### src/rtl/core/assert_macros.svh
// ----------------------------------------------------------------------------
// assertion macros shared by the ranger controller rtl
// ----------------------------------------------------------------------------
`ifndef ASSERT_MACROS_SVH
`define ASSERT_MACROS_SVH

// concurrent assertion on an explicit clock and active-low reset
`define ASSERT_AT(label, clk, rst_n, prop, msg) \
  label: assert property (@(posedge clk) disable iff (!rst_n) (prop)) else $error(msg);

// concurrent assertion on the house clock and reset
`define ASSERT(label, prop, msg) \
  `ASSERT_AT(label, clk_i, rst_ni, prop, msg)

`endif

### src/rtl/core/urc_pkg.sv
// ----------------------------------------------------------------------------
// urc_pkg
// types and constants of the ultrasonic ranger controller
// ----------------------------------------------------------------------------
package urc_pkg;

  localparam int unsigned TICKS_W      = 17;
  localparam int unsigned INTERVAL_W   = 24;
  localparam int unsigned DIST_W       = 16;
  localparam int unsigned START_TO_W   = 16;
  localparam int unsigned FRAME_NUM_W  = 32;
  localparam int unsigned CFG_IDX_W    = 3;
  localparam int unsigned CFG_DATA_W   = 24;

  typedef logic [TICKS_W-1:0]     ticks_t;
  typedef logic [INTERVAL_W-1:0]  interval_t;
  typedef logic [DIST_W-1:0]      dist_t;
  typedef logic [START_TO_W-1:0]  start_to_t;
  typedef logic [FRAME_NUM_W-1:0] frame_num_t;

  // trigger timing in ticks
  localparam int unsigned TRIG_LOW_TICKS  = 5;
  localparam int unsigned TRIG_HIGH_TICKS = 10;
  localparam ticks_t TRIG_LOW_LAST  = ticks_t'(TRIG_LOW_TICKS - 1);
  localparam ticks_t TRIG_HIGH_LAST = ticks_t'(TRIG_HIGH_TICKS - 1);

  localparam interval_t INTERVAL_MAX = '1;

  // floor(t * 5 / 29) == (t * DIST_MUL) >> DIST_SHIFT, exact for t < 2**17
  localparam int unsigned DIST_MUL_W = 23;
  localparam int unsigned DIST_SHIFT = 25;
  localparam logic [DIST_MUL_W-1:0] DIST_MUL = 23'd5785250;

  typedef enum logic [1:0] {
    ST_OK            = 2'd0,
    ST_START_TIMEOUT = 2'd1,
    ST_PULSE_TIMEOUT = 2'd2
  } status_e;

  typedef enum logic [CFG_IDX_W-1:0] {
    CFG_RUN_ENABLE    = 3'd0,
    CFG_SCAN_INTERVAL = 3'd1,
    CFG_MAX_DISTANCE  = 3'd2,
    CFG_START_TIMEOUT = 3'd3,
    CFG_PULSE_TIMEOUT = 3'd4
  } cfg_idx_e;

  typedef enum logic [5:0] {
    PH_IDLE  = 6'b000001,
    PH_TLOW  = 6'b000010,
    PH_THIGH = 6'b000100,
    PH_WAIT  = 6'b001000,
    PH_PULSE = 6'b010000,
    PH_HOLD  = 6'b100000
  } phase_e;

  typedef struct packed {
    logic      run_enable;
    interval_t scan_interval_us;
    dist_t     max_range_mm;
    start_to_t echo_start_timeout_us;
    ticks_t    pulse_timeout_us;
  } cfg_t;

  localparam cfg_t CFG_RESET = '{
    run_enable:            1'b0,
    scan_interval_us:      24'd100000,
    max_range_mm:          16'd4000,
    echo_start_timeout_us: 16'd100,
    pulse_timeout_us:      17'd100000
  };

  typedef struct packed {
    logic       trigger_level;
    logic       frame_done;
    dist_t      range_mm;
    logic       distance_valid;
    status_e    status;
    frame_num_t frame_number;
  } res_t;

endpackage

### src/rtl/core/urc_in_if.sv
// ----------------------------------------------------------------------------
// urc_in_if
// tick channel: one echo sample per beat
// ----------------------------------------------------------------------------
interface urc_in_if;
  logic valid;
  logic ready;
  logic echo_level;

  modport source (output valid, output echo_level, input ready);
  modport sink   (input valid, input echo_level, output ready);
endinterface

### src/rtl/core/urc_out_if.sv
// ----------------------------------------------------------------------------
// urc_out_if
// result channel: trigger drive and measurement result per beat
// ----------------------------------------------------------------------------
interface urc_out_if;
  import urc_pkg::*;

  logic       valid;
  logic       ready;
  logic       trigger_level;
  logic       frame_done;
  dist_t      range_mm;
  logic       distance_valid;
  status_e    status;
  frame_num_t frame_number;

  modport source (
    output valid, output trigger_level, output frame_done, output range_mm,
    output distance_valid, output status, output frame_number, input ready
  );
  modport sink (
    input valid, input trigger_level, input frame_done, input range_mm,
    input distance_valid, input status, input frame_number, output ready
  );
endinterface

### src/rtl/core/urc_cfg.sv
// ----------------------------------------------------------------------------
// urc_cfg
// configuration register file, write only
// ----------------------------------------------------------------------------
module urc_cfg (
  input  logic                           clk_i,
  input  logic                           rst_ni,
  input  logic                           we_i,
  input  logic [urc_pkg::CFG_IDX_W-1:0]  idx_i,
  input  logic [urc_pkg::CFG_DATA_W-1:0] wdata_i,
  output urc_pkg::cfg_t                  cfg_o
);
  import urc_pkg::*;

  cfg_t cfg_q, cfg_d;

  always_comb begin
    cfg_d = cfg_q;
    if (we_i) begin
      case (idx_i)
        CFG_RUN_ENABLE:    cfg_d.run_enable            = wdata_i[0];
        CFG_SCAN_INTERVAL: cfg_d.scan_interval_us      = wdata_i[INTERVAL_W-1:0];
        CFG_MAX_DISTANCE:  cfg_d.max_range_mm          = wdata_i[DIST_W-1:0];
        CFG_START_TIMEOUT: cfg_d.echo_start_timeout_us = wdata_i[START_TO_W-1:0];
        CFG_PULSE_TIMEOUT: cfg_d.pulse_timeout_us      = wdata_i[TICKS_W-1:0];
        default: ;
      endcase
    end
  end

  always_ff @(posedge clk_i or negedge rst_ni) begin
    if (!rst_ni) begin
      cfg_q <= CFG_RESET;
    end else begin
      cfg_q <= cfg_d;
    end
  end

  assign cfg_o = cfg_q;

endmodule

### src/rtl/core/urc_dist.sv
// ----------------------------------------------------------------------------
// urc_dist
// echo ticks to millimetres, with range check against the maximum
// ----------------------------------------------------------------------------
module urc_dist (
  input  urc_pkg::ticks_t ticks_i,
  input  urc_pkg::dist_t  max_i,
  output urc_pkg::dist_t  dist_o,
  output logic            valid_o
);
  import urc_pkg::*;

  localparam int unsigned PROD_W = TICKS_W + DIST_MUL_W;

  logic [PROD_W-1:0] prod;
  dist_t             raw;
  logic              in_range;

  // reciprocal multiply replaces the divide by 5.8
  assign prod     = PROD_W'(ticks_i) * PROD_W'(DIST_MUL);
  assign raw      = DIST_W'(prod[PROD_W-1:DIST_SHIFT]);
  assign in_range = (raw <= max_i);
  assign dist_o   = in_range ? raw : '0;
  assign valid_o  = in_range && (raw != '0);

endmodule

### src/rtl/core/urc_seq.sv
// ----------------------------------------------------------------------------
// urc_seq
// measurement sequencer: phase, tick counters and per-tick result
// ----------------------------------------------------------------------------
`include "assert_macros.svh"

module urc_seq #(
  parameter int unsigned FRAME_COUNT_BITS = 32
) (
  input  logic           clk_i,
  input  logic           rst_ni,
  input  logic           step_i,
  input  logic           echo_i,
  input  urc_pkg::cfg_t  cfg_i,
  output urc_pkg::res_t  res_o
);
  import urc_pkg::*;

  localparam int unsigned FN_W = (FRAME_COUNT_BITS < FRAME_NUM_W) ?
                                 FRAME_COUNT_BITS : FRAME_NUM_W;

  phase_e                      phase_q, phase_d;
  ticks_t                      ticks_q, ticks_d;
  interval_t                   interval_q, interval_d;
  logic [FRAME_COUNT_BITS-1:0] frame_q, frame_d;

  dist_t calc_mm;
  logic  dist_valid;
  logic  err_start, err_pulse, done_ok;
  res_t  res;

  urc_dist u_dist (
    .ticks_i (ticks_q),
    .max_i   (cfg_i.max_range_mm),
    .dist_o  (calc_mm),
    .valid_o (dist_valid)
  );

  always_comb begin
    phase_d    = phase_q;
    ticks_d    = ticks_q;
    interval_d = interval_q;
    frame_d    = frame_q;
    err_start  = 1'b0;
    err_pulse  = 1'b0;
    done_ok    = 1'b0;
    res        = '0;

    if (!(phase_q inside {PH_IDLE, PH_TLOW, PH_THIGH, PH_WAIT, PH_PULSE, PH_HOLD})) begin
      phase_d = PH_IDLE;
    end
    if (phase_d == PH_HOLD && !cfg_i.run_enable) begin
      phase_d = PH_IDLE;
    end

    // start of a new measurement
    if (cfg_i.run_enable && (phase_d == PH_IDLE ||
        (phase_d == PH_HOLD && interval_d >= cfg_i.scan_interval_us))) begin
      phase_d    = PH_TLOW;
      ticks_d    = '0;
      interval_d = '0;
    end

    if (phase_d != PH_IDLE && interval_d != INTERVAL_MAX) begin
      interval_d = interval_d + 1'b1;
    end

    case (phase_d)
      PH_TLOW: begin
        if (ticks_d >= TRIG_LOW_LAST) begin
          phase_d = PH_THIGH;
          ticks_d = '0;
        end else begin
          ticks_d = ticks_d + 1'b1;
        end
      end
      PH_THIGH: begin
        res.trigger_level = 1'b1;
        if (ticks_d >= TRIG_HIGH_LAST) begin
          phase_d = PH_WAIT;
          ticks_d = '0;
        end else begin
          ticks_d = ticks_d + 1'b1;
        end
      end
      PH_WAIT: begin
        if (echo_i) begin
          phase_d = PH_PULSE;
          ticks_d = '0;
        end else if (ticks_d >= TICKS_W'(cfg_i.echo_start_timeout_us)) begin
          err_start = 1'b1;
        end else begin
          ticks_d = ticks_d + 1'b1;
        end
      end
      default: ;
    endcase

    // a pulse entered this tick is counted at once
    if (phase_d == PH_PULSE) begin
      if (echo_i) begin
        if (ticks_d >= cfg_i.pulse_timeout_us) begin
          err_pulse = 1'b1;
        end else begin
          ticks_d = ticks_d + 1'b1;
        end
      end else begin
        done_ok = 1'b1;
      end
    end

    if (err_start || err_pulse || done_ok) begin
      res.frame_done     = 1'b1;
      res.range_mm       = done_ok ? calc_mm : '0;
      res.distance_valid = done_ok && dist_valid;
      res.status         = err_start ? ST_START_TIMEOUT :
                           err_pulse ? ST_PULSE_TIMEOUT : ST_OK;
      res.frame_number   = frame_num_t'(frame_q[FN_W-1:0]);
      frame_d            = frame_q + 1'b1;
      phase_d            = PH_HOLD;
      ticks_d            = '0;
    end
  end

  always_ff @(posedge clk_i or negedge rst_ni) begin
    if (!rst_ni) begin
      phase_q    <= PH_IDLE;
      ticks_q    <= '0;
      interval_q <= '0;
      frame_q    <= '0;
    end else if (step_i) begin
      phase_q    <= phase_d;
      ticks_q    <= ticks_d;
      interval_q <= interval_d;
      frame_q    <= frame_d;
    end
  end

  assign res_o = res;

  `ASSERT(seq_done_holds, step_i && res.frame_done |=> phase_q == PH_HOLD,
          "result beat not followed by hold phase")
  `ASSERT(seq_error_zero_dist, res.status != ST_OK |-> res.range_mm == '0 && !res.distance_valid,
          "timeout result carries a distance")

endmodule

### src/rtl/core/urc_skid.sv
// ----------------------------------------------------------------------------
// urc_skid
// result register with skid entry between sequencer and result channel
// ----------------------------------------------------------------------------
`include "assert_macros.svh"

module urc_skid (
  input  logic          clk_i,
  input  logic          rst_ni,
  input  logic          in_valid_i,
  output logic          in_ready_o,
  input  urc_pkg::res_t res_i,
  output logic          out_valid_o,
  input  logic          out_ready_i,
  output urc_pkg::res_t res_o
);
  import urc_pkg::*;

  logic out_valid_q, skid_valid_q;
  res_t out_q, skid_q;
  logic in_fire, out_fire;

  assign in_ready_o = !skid_valid_q;
  assign in_fire    = in_valid_i && in_ready_o;
  assign out_fire   = out_valid_q && out_ready_i;

  always_ff @(posedge clk_i or negedge rst_ni) begin
    if (!rst_ni) begin
      out_valid_q  <= 1'b0;
      skid_valid_q <= 1'b0;
    end else if (skid_valid_q) begin
      if (out_fire) begin
        skid_valid_q <= 1'b0;
      end
    end else if (in_fire) begin
      if (!out_valid_q || out_fire) begin
        out_valid_q <= 1'b1;
      end else begin
        skid_valid_q <= 1'b1;
      end
    end else if (out_fire) begin
      out_valid_q <= 1'b0;
    end
  end

  always_ff @(posedge clk_i) begin
    if (skid_valid_q) begin
      if (out_fire) begin
        out_q <= skid_q;
      end
    end else if (in_fire) begin
      if (!out_valid_q || out_fire) begin
        out_q <= res_i;
      end else begin
        skid_q <= res_i;
      end
    end
  end

  assign out_valid_o = out_valid_q;
  assign res_o       = out_q;

  `ASSERT(skid_needs_out, skid_valid_q |-> out_valid_q,
          "skid entry held with empty output register")
  `ASSERT(skid_catches_stall, in_fire && out_valid_q && !out_ready_i |=> skid_valid_q,
          "beat taken during stall not kept in skid entry")

endmodule

### src/rtl/core/ultrasonic_ranger_controller.sv
// a taken tick beat's result is registered in the output register or the skid entry
// throughput: a tick beat per cycle while skid is empty, via phase and counter update
// a stalled result channel is absorbed by one skid entry; ticks stop when both are full
// reset: asynchronous, active low; sequencer idle, counters zero, registers at defaults
// ----------------------------------------------------------------------------
// ultrasonic_ranger_controller
// echo-time range finder: trigger pulse, echo timing, distance in millimetres
// ----------------------------------------------------------------------------
module ultrasonic_ranger_controller #(
  parameter int unsigned FRAME_COUNT_BITS = 32
) (
  input  logic                           clk_i,
  input  logic                           rst_ni,
  input  logic                           cfg_we_i,
  input  logic [urc_pkg::CFG_IDX_W-1:0]  cfg_idx_i,
  input  logic [urc_pkg::CFG_DATA_W-1:0] cfg_wdata_i,
  urc_in_if.sink                         in_i,
  urc_out_if.source                      res_o
);
  import urc_pkg::*;

  cfg_t cfg;
  res_t res_seq;   // result of the tick being taken
  res_t res_out;   // registered result on the channel
  logic step;

  // register file, writes land at once and the sequencer sees them next tick
  urc_cfg u_cfg (
    .clk_i   (clk_i),
    .rst_ni  (rst_ni),
    .we_i    (cfg_we_i),
    .idx_i   (cfg_idx_i),
    .wdata_i (cfg_wdata_i),
    .cfg_o   (cfg)
  );

  // a tick advances the sequencer only when its beat is taken
  assign step = in_i.valid && in_i.ready;

  // phase, trigger timing, echo timing and distance for one tick
  urc_seq #(
    .FRAME_COUNT_BITS (FRAME_COUNT_BITS)
  ) u_seq (
    .clk_i  (clk_i),
    .rst_ni (rst_ni),
    .step_i (step),
    .echo_i (in_i.echo_level),
    .cfg_i  (cfg),
    .res_o  (res_seq)
  );

  // result register plus skid entry keeps the tick side moving during stalls
  urc_skid u_skid (
    .clk_i       (clk_i),
    .rst_ni      (rst_ni),
    .in_valid_i  (in_i.valid),
    .in_ready_o  (in_i.ready),
    .res_i       (res_seq),
    .out_valid_o (res_o.valid),
    .out_ready_i (res_o.ready),
    .res_o       (res_out)
  );

  // fan the registered result out onto the channel fields
  assign res_o.trigger_level  = res_out.trigger_level;
  assign res_o.frame_done     = res_out.frame_done;
  assign res_o.range_mm       = res_out.range_mm;
  assign res_o.distance_valid = res_out.distance_valid;
  assign res_o.status         = res_out.status;
  assign res_o.frame_number   = res_out.frame_number;

endmodule

### src/flat_wrapper.sv
// flat-port wrapper written by rule: the top's interface ports become plain ports
module ultrasonic_ranger_controller_flat import urc_pkg::*;
#(
  parameter int unsigned FRAME_COUNT_BITS = 32
)
  (clk_i, rst_ni, cfg_we_i, cfg_idx_i, cfg_wdata_i, in_i_valid, in_i_echo_level, in_i_ready, res_o_valid, res_o_trigger_level, res_o_frame_done, res_o_range_mm, res_o_distance_valid, res_o_status, res_o_frame_number, res_o_ready);
  urc_in_if in_i_i ();
  urc_out_if res_o_i ();
  input  logic clk_i;
  input  logic rst_ni;
  input  logic cfg_we_i;
  input  logic [urc_pkg::CFG_IDX_W-1:0] cfg_idx_i;
  input  logic [urc_pkg::CFG_DATA_W-1:0] cfg_wdata_i;
  input wire logic [$bits(in_i_i.valid)-1:0] in_i_valid;
  input wire logic [$bits(in_i_i.echo_level)-1:0] in_i_echo_level;
  output wire logic [$bits(in_i_i.ready)-1:0] in_i_ready;
  output wire logic [$bits(res_o_i.valid)-1:0] res_o_valid;
  output wire logic [$bits(res_o_i.trigger_level)-1:0] res_o_trigger_level;
  output wire logic [$bits(res_o_i.frame_done)-1:0] res_o_frame_done;
  output wire logic [$bits(res_o_i.range_mm)-1:0] res_o_range_mm;
  output wire logic [$bits(res_o_i.distance_valid)-1:0] res_o_distance_valid;
  output wire logic [$bits(res_o_i.status)-1:0] res_o_status;
  output wire logic [$bits(res_o_i.frame_number)-1:0] res_o_frame_number;
  input wire logic [$bits(res_o_i.ready)-1:0] res_o_ready;
  assign in_i_i.valid = in_i_valid;
  assign in_i_i.echo_level = in_i_echo_level;
  assign in_i_ready = in_i_i.ready;
  assign res_o_valid = res_o_i.valid;
  assign res_o_trigger_level = res_o_i.trigger_level;
  assign res_o_frame_done = res_o_i.frame_done;
  assign res_o_range_mm = res_o_i.range_mm;
  assign res_o_distance_valid = res_o_i.distance_valid;
  assign res_o_status = res_o_i.status;
  assign res_o_frame_number = res_o_i.frame_number;
  assign res_o_i.ready = res_o_ready;
  ultrasonic_ranger_controller #(.FRAME_COUNT_BITS(FRAME_COUNT_BITS)) u_core (.clk_i(clk_i), .rst_ni(rst_ni), .cfg_we_i(cfg_we_i), .cfg_idx_i(cfg_idx_i), .cfg_wdata_i(cfg_wdata_i), .in_i(in_i_i), .res_o(res_o_i));
endmodule
### config.mk
export PLATFORM = sky130hd
export DESIGN_NAME = ultrasonic_ranger_controller_flat
export DESIGN_NICKNAME = d
export VERILOG_FILES = /design/src/rtl/core/urc_pkg.sv /design/src/rtl/core/urc_in_if.sv /design/src/rtl/core/urc_out_if.sv /design/src/rtl/core/urc_cfg.sv /design/src/rtl/core/urc_dist.sv /design/src/rtl/core/urc_seq.sv /design/src/rtl/core/urc_skid.sv /design/src/rtl/core/ultrasonic_ranger_controller.sv /design/src/flat_wrapper.sv
export VERILOG_INCLUDE_DIRS = /design/src /design/src/rtl/core
export SDC_FILE = /design/constraint.sdc
export NUM_CORES = 1
export LEC_CHECK = 0
export ABC_AREA = 1
export BUFFER_PORTS_ARGS = -buffer_cell sky130_fd_sc_hd__buf_2
export CAP_MARGIN = 25
export CORE_MARGIN = 4
export CORE_UTILIZATION = 30
export CTS_CLUSTER_SIZE = 16
export DETAILED_ROUTE_END_ITERATION = 6
export SYNTH_ARGS = -nofsm -noshare
export SYNTH_HDL_FRONTEND = slang
export SYNTH_SLANG_ARGS = --single-unit
### constraint.sdc
create_clock -name clk_i -period 11.2 [get_ports clk_i]
set_clock_uncertainty 0.05 [all_clocks]
set_input_delay 1.68 -clock clk_i [delete_from_list [all_inputs] [get_ports clk_i]]
set_output_delay 1.68 -clock clk_i [all_outputs]
set_load 0.005 [all_outputs]
## Word-level counts from Yosys, hierarchy flattened

Index checks and enable logic that the tools add are counted.
Widths: inputs -> output; s select.

| storage, ports and cells | value |
|---|---|
| register bits after elaboration | 261 |
| output and inout bits | 55 |
| word-level logic and storage cells | 132 |

| cells by class | value |
|---|---|
| $add $sub $neg | 4 |
| multiply operators | 1 |
| $lt $le $gt $ge | 6 |
| equality and inequality tests | 21 |
| multiplexer cells | 45 |
| bitwise logic cells | 2 |
| reductions and logical operators | 30 |

Operator list:

| operator | number |
|---|---|
| $mux 53 | 4 |
| $mux 17 | 9 |
| $mux 52 | 1 |
| $pmux 17 s3 | 1 |
| $mux 24 | 2 |
| $mux 6 | 7 |
| $mul 17x22->39 const B | 1 |
| $add 17x1->17 const B | 2 |
| $add 32x1->32 const B | 1 |
| $add 24x1->24 const B | 1 |
| $ge 24x24->1 | 1 |
| $ne 24x24->1 const B | 1 |
| $eq 6x6->1 const B | 3 |
| $pmux 6 s3 | 1 |
| $ge 17x16->1 | 1 |
| $ge 17x17->1 | 1 |
| $ge 17x3->1 const B | 1 |
| $ge 17x4->1 const B | 1 |
| $le 15x16->1 | 1 |
| $mux 1 | 16 |
| $mux 16 | 1 |
| $reduce_bool 16->1 | 1 |
| $mux 15 | 1 |
| $eq 6x1->1 const B | 2 |
| 20 further kinds | 48 |

## Depth between registers and ports, before layout

| logic depth | value |
|---|---|
| depth in word-level cells | 25 |
| gate-level depth with buffers | 54 |
| gate-level depth less buffers | 51 |

## Hierarchy

A second synthesis with hierarchy kept.

| unflattened totals | value |
|---|---|
| cell total of the unflattened synthesis | 2704 |
| area, all modules | 21092.7 sq um |

By module, submodules not included:

| module | times used | cells an instance | area each (sq um) |
|---|---|---|---|
| urc_seq | 1 | 1104 | 7340.8 |
| urc_dist | 1 | 973 | 6762.7 |
| urc_skid | 1 | 294 | 3975.1 |
| urc_cfg | 1 | 331 | 3006.6 |
| ultrasonic_ranger_controller | 1 | 2 | 7.5 |

## Worst setup path before layout

OpenSTA, ideal clock, no wires.

| timing path | value |
|---|---|
| path type | flip-flop to flip-flop |
| start | reg u_core.u_seq.ticks_q[6] |
| end | reg u_core.u_skid.out_q (netlist bit u_core.u_skid.res_o[46]) (data pin) |
| setup time | 0.267 ns |
| arrival | 6.720 ns |
| setup slack | 4.163 ns |
| stages on the path, launching flop included | 34 |
| period minus slack after synthesis | 7.037 ns |
| cell sequence | dfrtp_1 inv_1 ha_1 fa_1 inv_1 ha_1 inv_1 fa_1 inv_1 fa_1 fa_1 ha_1 nand2_1 nor4_1 nand3_1 nand3_1 a21oi_1 o21bai_1 nand2_1 o311ai_0 xor2_1 inv_1 ha_1 inv_1 nor2_1 nand3_1 nor3_1 nand2_1 a32o_1 nand3_1 clkbuf_1 inv_1 nand2_1 a21oi_1 |

| between the ends | value |
|---|---|
| longest elaborated chain between the ends | 15 |
| elaborated cells between the ends (all ways) | 32 |

RTL lines:

| item | line | source |
|---|---|---|
| start: declaration | urc_seq.sv:23 | `ticks_t ticks_q, ticks_d;` |
| start signal: assignment | urc_seq.sv:133 | `ticks_q <= ticks_d;` |
| parallel branches: the longest is 11 deep, another holds $mul 17x22->39 | -- |  |
| $mux 52 * | urc_seq.sv:112 | `if (err_start \|\| err_pulse \|\| done_ok) begin` |
| $mux 53 * | urc_skid.sv:52 | `if (!out_valid_q \|\| out_fire) begin` |
| $mux 53 * | urc_skid.sv:51 | `end else if (in_fire) begin` |
| $mux 53 * | urc_skid.sv:47 | `if (skid_valid_q) begin` |
| end signal: assignment | urc_skid.sv:49 | `out_q <= skid_q;` |
| end signal: assignment | urc_skid.sv:53 | `out_q <= res_i;` |
| end: declaration | urc_skid.sv:20 | `res_t out_q, skid_q;` |

Mark *: on every way between the ends. The select of a mux whose other input is x is not followed.
A chain may end at the register's enable or synchronous reset.

==> impl_metrics.toml <==
[min_path]
hold_end = "u_core.u_seq.frame_q[29]$_DFFE_PN0P_"
hp-start = "u_core.u_seq.frame_q[29]$_DFFE_PN0P_"
hp-class = "reg -> reg"
hold_depth = 1

[routing]
drt_iter0_drc = 1193
num_vias = 15620
wl_mm = 52.06
drt-wirelength-per-cell_um = 15.82
drc = 0
drt_first_pass_iters = 7
vias_per_cell = 4.748
postRouteAntennaNets = 0

[synth]
seq_area_frac_synth = 0.3552
synth.largest_area_cell = "dfrtp_1"
synth_most_common_cell = "nand2_1"
synth.area.mux_share = 0.001138
ys_seq_elements = 259
synthFlopType = "dfrtp_1"
netlist.area_leader.share = 0.1682
yosys_warnings = 0
netlist_instances = 2330
synth_top_family_by_area = "adder cells"
netlist_top_cells_area = "dfrtp_1 (17%), edfxtp_1 (16%), ha_1 (16%)"
synth.cell_area_um2 = 19790
synthAdderAreaFrac = 0.2373
synth_nets = 2691
syn_area_per_cell_um2 = 8.494
synthXorXnorAreaFrac = 0.03275
synth_compound_area_frac = 0.07112
yosys.area_share.simple = 0.2132
async_reset_ff_frac = 0.5985
synthDistinctLibCells = 60
synth_common_cells = "nand2_1 (497), inv_1 (396), ha_1 (249)"
synth-edff-count = 104

[global_route]
use_met2 = 0.2308
grt-ovfl-total = 0
grt.met1_usage = 0.2123
antenna_found_initial = 3
grt_max_degree = 97
busiest_layer = "met2"
use_met3 = 0.02469
grt_pass1_wl_mm = 83.26
grt_pass1_vias = 15360
grt_use_total = 0.1463

[timing]
setup_viol_count_final = 0
rsz0062_at_grt = "no"
maxSlewHeadroom = 0.2780
post-route-min-period_ns = 8.351
drv_slew = 0
timing.final.crit_share = 0.7456
hold_violations = 0
fin_setup_tns_ns = 0
worst_pin_slew_ns = 1.072
fmax_mhz = 119.7
worst_slack_ns = 2.849

[power_and_ir_drop]
power_frac_comb = 0.524
intPower_mw = 2.658
p_total_mw = 4.884
netSwitchingPower_mw = 2.225
p_seq_frac = 0.284
vdd_drop_max_uv = 121.8
power_frac_clock = 0.192
p_leak_nw = 11.13
power_density_nw_per_um2 = 220.6
swShare = 0.4557

[clock_tree]
cts_resized = 0
htree_levels = 1
clk_path_buf_depth = 3
root_buffer = "clkbuf_16"
path_clk_slew_ns = 0.07
cts_buffers = 28
clkSinkCount = 259
cts.hold.buffers_added = 0
insertion_delay_ns = 0.59
post_cts_buffers = 0
cts_tree = "built"

[die]
dieHeight_um = 264.9
rows = 93
initial_core_util = 0.3048
core_area_um2 = 64930
die_w_um = 264.9
ios = 88
die_area_um2 = 70150

[worst_setup_path]
slowest_stage = "dfrtp_1"
reg2reg_to = "u_core.u_skid.res_o[43]$_DFFE_PP_"
path_depth = 29
ff2ff_setup_slack_ns = 2.85
cp.required_ns = 11.56
slowest_delay_ns = 0.79
crit_path_end_kind = "flip-flop"
path_buf_inv = 4
worst_r2r_path_depth = 29
cp_top_family = "adder cells"
worstSetupPathType = "reg -> reg"
worstSetupStartpointType = "flip-flop"
r2r-start = "u_core.u_seq.ticks_q[6]$_DFFE_PN0P_"
cpMostUsedCell = "nor2_1"
worstPathArrival_ns = 8.71
cp_max_fo = 16

[final_layout]
layout-drive-gt1-share = 0.09733
fillCellCount = 6847
fin_nets = 2774
n_antenna_cell = 0
area_growth_pct = 11.88
final_cells = 3290

[place]
placedCellCount = 3238
dp_slack_ns = 2.785
dp_hpwl_mm = 40.95
numPortBuffers = 86
gp_congestion = 0.9507

[job]
max-cap-violations = 0

[status]
outcome = "completed"
==> cell usage in the layout (no fill, tap or decap), types with 6 or more instances in the layout <==
master / instances
nand3_1: 104
buf_4: 9
dfstp_2: 22
inv_2: 10
nand4_1: 51
a21oi_1: 72
xnor2_1: 16
ha_1: 249
clkbuf_16: 29
nor3_1: 32
nor4_1: 13
fa_1: 79
o21ai_1: 9
nor2_1: 195
nand2_1: 497
nor3_2: 6
nor2_2: 16
buf_2: 85
clkbuf_1: 10
nand3_2: 6
nor2_4: 10
nand2_2: 16
inv_1: 396
o21ai_0: 120
dfrtp_1: 132
xor2_1: 58
clkinv_1: 7
edfxtp_1: 104
==> cells by family after synthesis <==
| group | after synthesis |
|---|---|
| DFF | 259 |
| adders and majority gates | 328 |
| AOI/OAI and AO/OA | 251 |
| and+or+nand+nor | 959 |
| muxes | 2 |
| buffers and inverters | 456 |
| other | 1 |
| xor gates and xnor gates | 74 |
==> power by group through the flow <==
stage	clock (mW)	combinational (mW)	sequential, mW
floorplan	0	1.84	1.36
global placement	0	2.55	1.40
detailed placement	0	2.55	1.40
CTS	0.960	2.57	1.39
global route	0.996	2.94	1.41
finish	0.935	2.56	1.39
==> cell type report <==
type                       instances  area [um^2]  area share
clock buffer                      42        804.5     0.03633
timing repair buffer              98        549.3     0.02481
inverter                         411         1543     0.06967
multi-input combinational       1615        11020      0.4975
clock inverter                    10        130.1    0.005877
tap                              855         1070     0.04831
sequential                       259         7030      0.3175
==> per-stage QoR <==
step                        util  area [um^2]  hold WS, ns
after floorplan                -        19790       0.3916
after global placement    0.3259        21160       0.4052
after detailed placement  0.3266        21210       0.4080
after CTS                 0.3410        22140       0.4196
after global routing      0.3410        22140       0.4366
final                     0.3410        22140       0.4188
==> worst max path at each step <==
stage,startpoint,endpoint,slack (ns)
after floorplan,u_core.u_seq.ticks_q[6]$_DFFE_PN0P_,u_core.u_skid.res_o[46]$_DFFE_PP_,4.16
after global placement,u_core.u_seq.ticks_q[15]$_DFFE_PN0P_,u_core.u_skid.res_o[43]$_DFFE_PP_,2.86
after detailed placement,u_core.u_seq.ticks_q[15]$_DFFE_PN0P_,u_core.u_skid.res_o[37]$_DFFE_PP_,2.79
after CTS,u_core.u_seq.ticks_q[15]$_DFFE_PN0P_,u_core.u_skid.res_o[37]$_DFFE_PP_,2.77
after global routing,u_core.u_seq.ticks_q[15]$_DFFE_PN0P_,u_core.u_skid.res_o[44]$_DFFE_PP_,2.20
final,u_core.u_seq.ticks_q[6]$_DFFE_PN0P_,u_core.u_skid.res_o[43]$_DFFE_PP_,2.85
==> routing by layer <==
metal,share of wire,up-vias
met2,0.44,379
met1,0.48,7438
li1,-,7742
met5,0,-
met3,0.059,62
met4,0.020,0
==> sequential cells by signal (all words and copies together), names as in the netlist <==
register / cells
u_core.u_skid.skid_valid_q: 1
u_core.u_seq.ticks_q: 17
u_core.u_seq.phase_q: 6
u_core.u_skid.skid_q: 52
u_core.u_seq.frame_q: 32
u_core.u_cfg.cfg_o: 74
u_core.u_skid.res_o: 52
u_core.u_skid.out_valid_o: 1
u_core.u_seq.interval_q: 24
No activity file was read; power rests on OpenSTA's default activity.
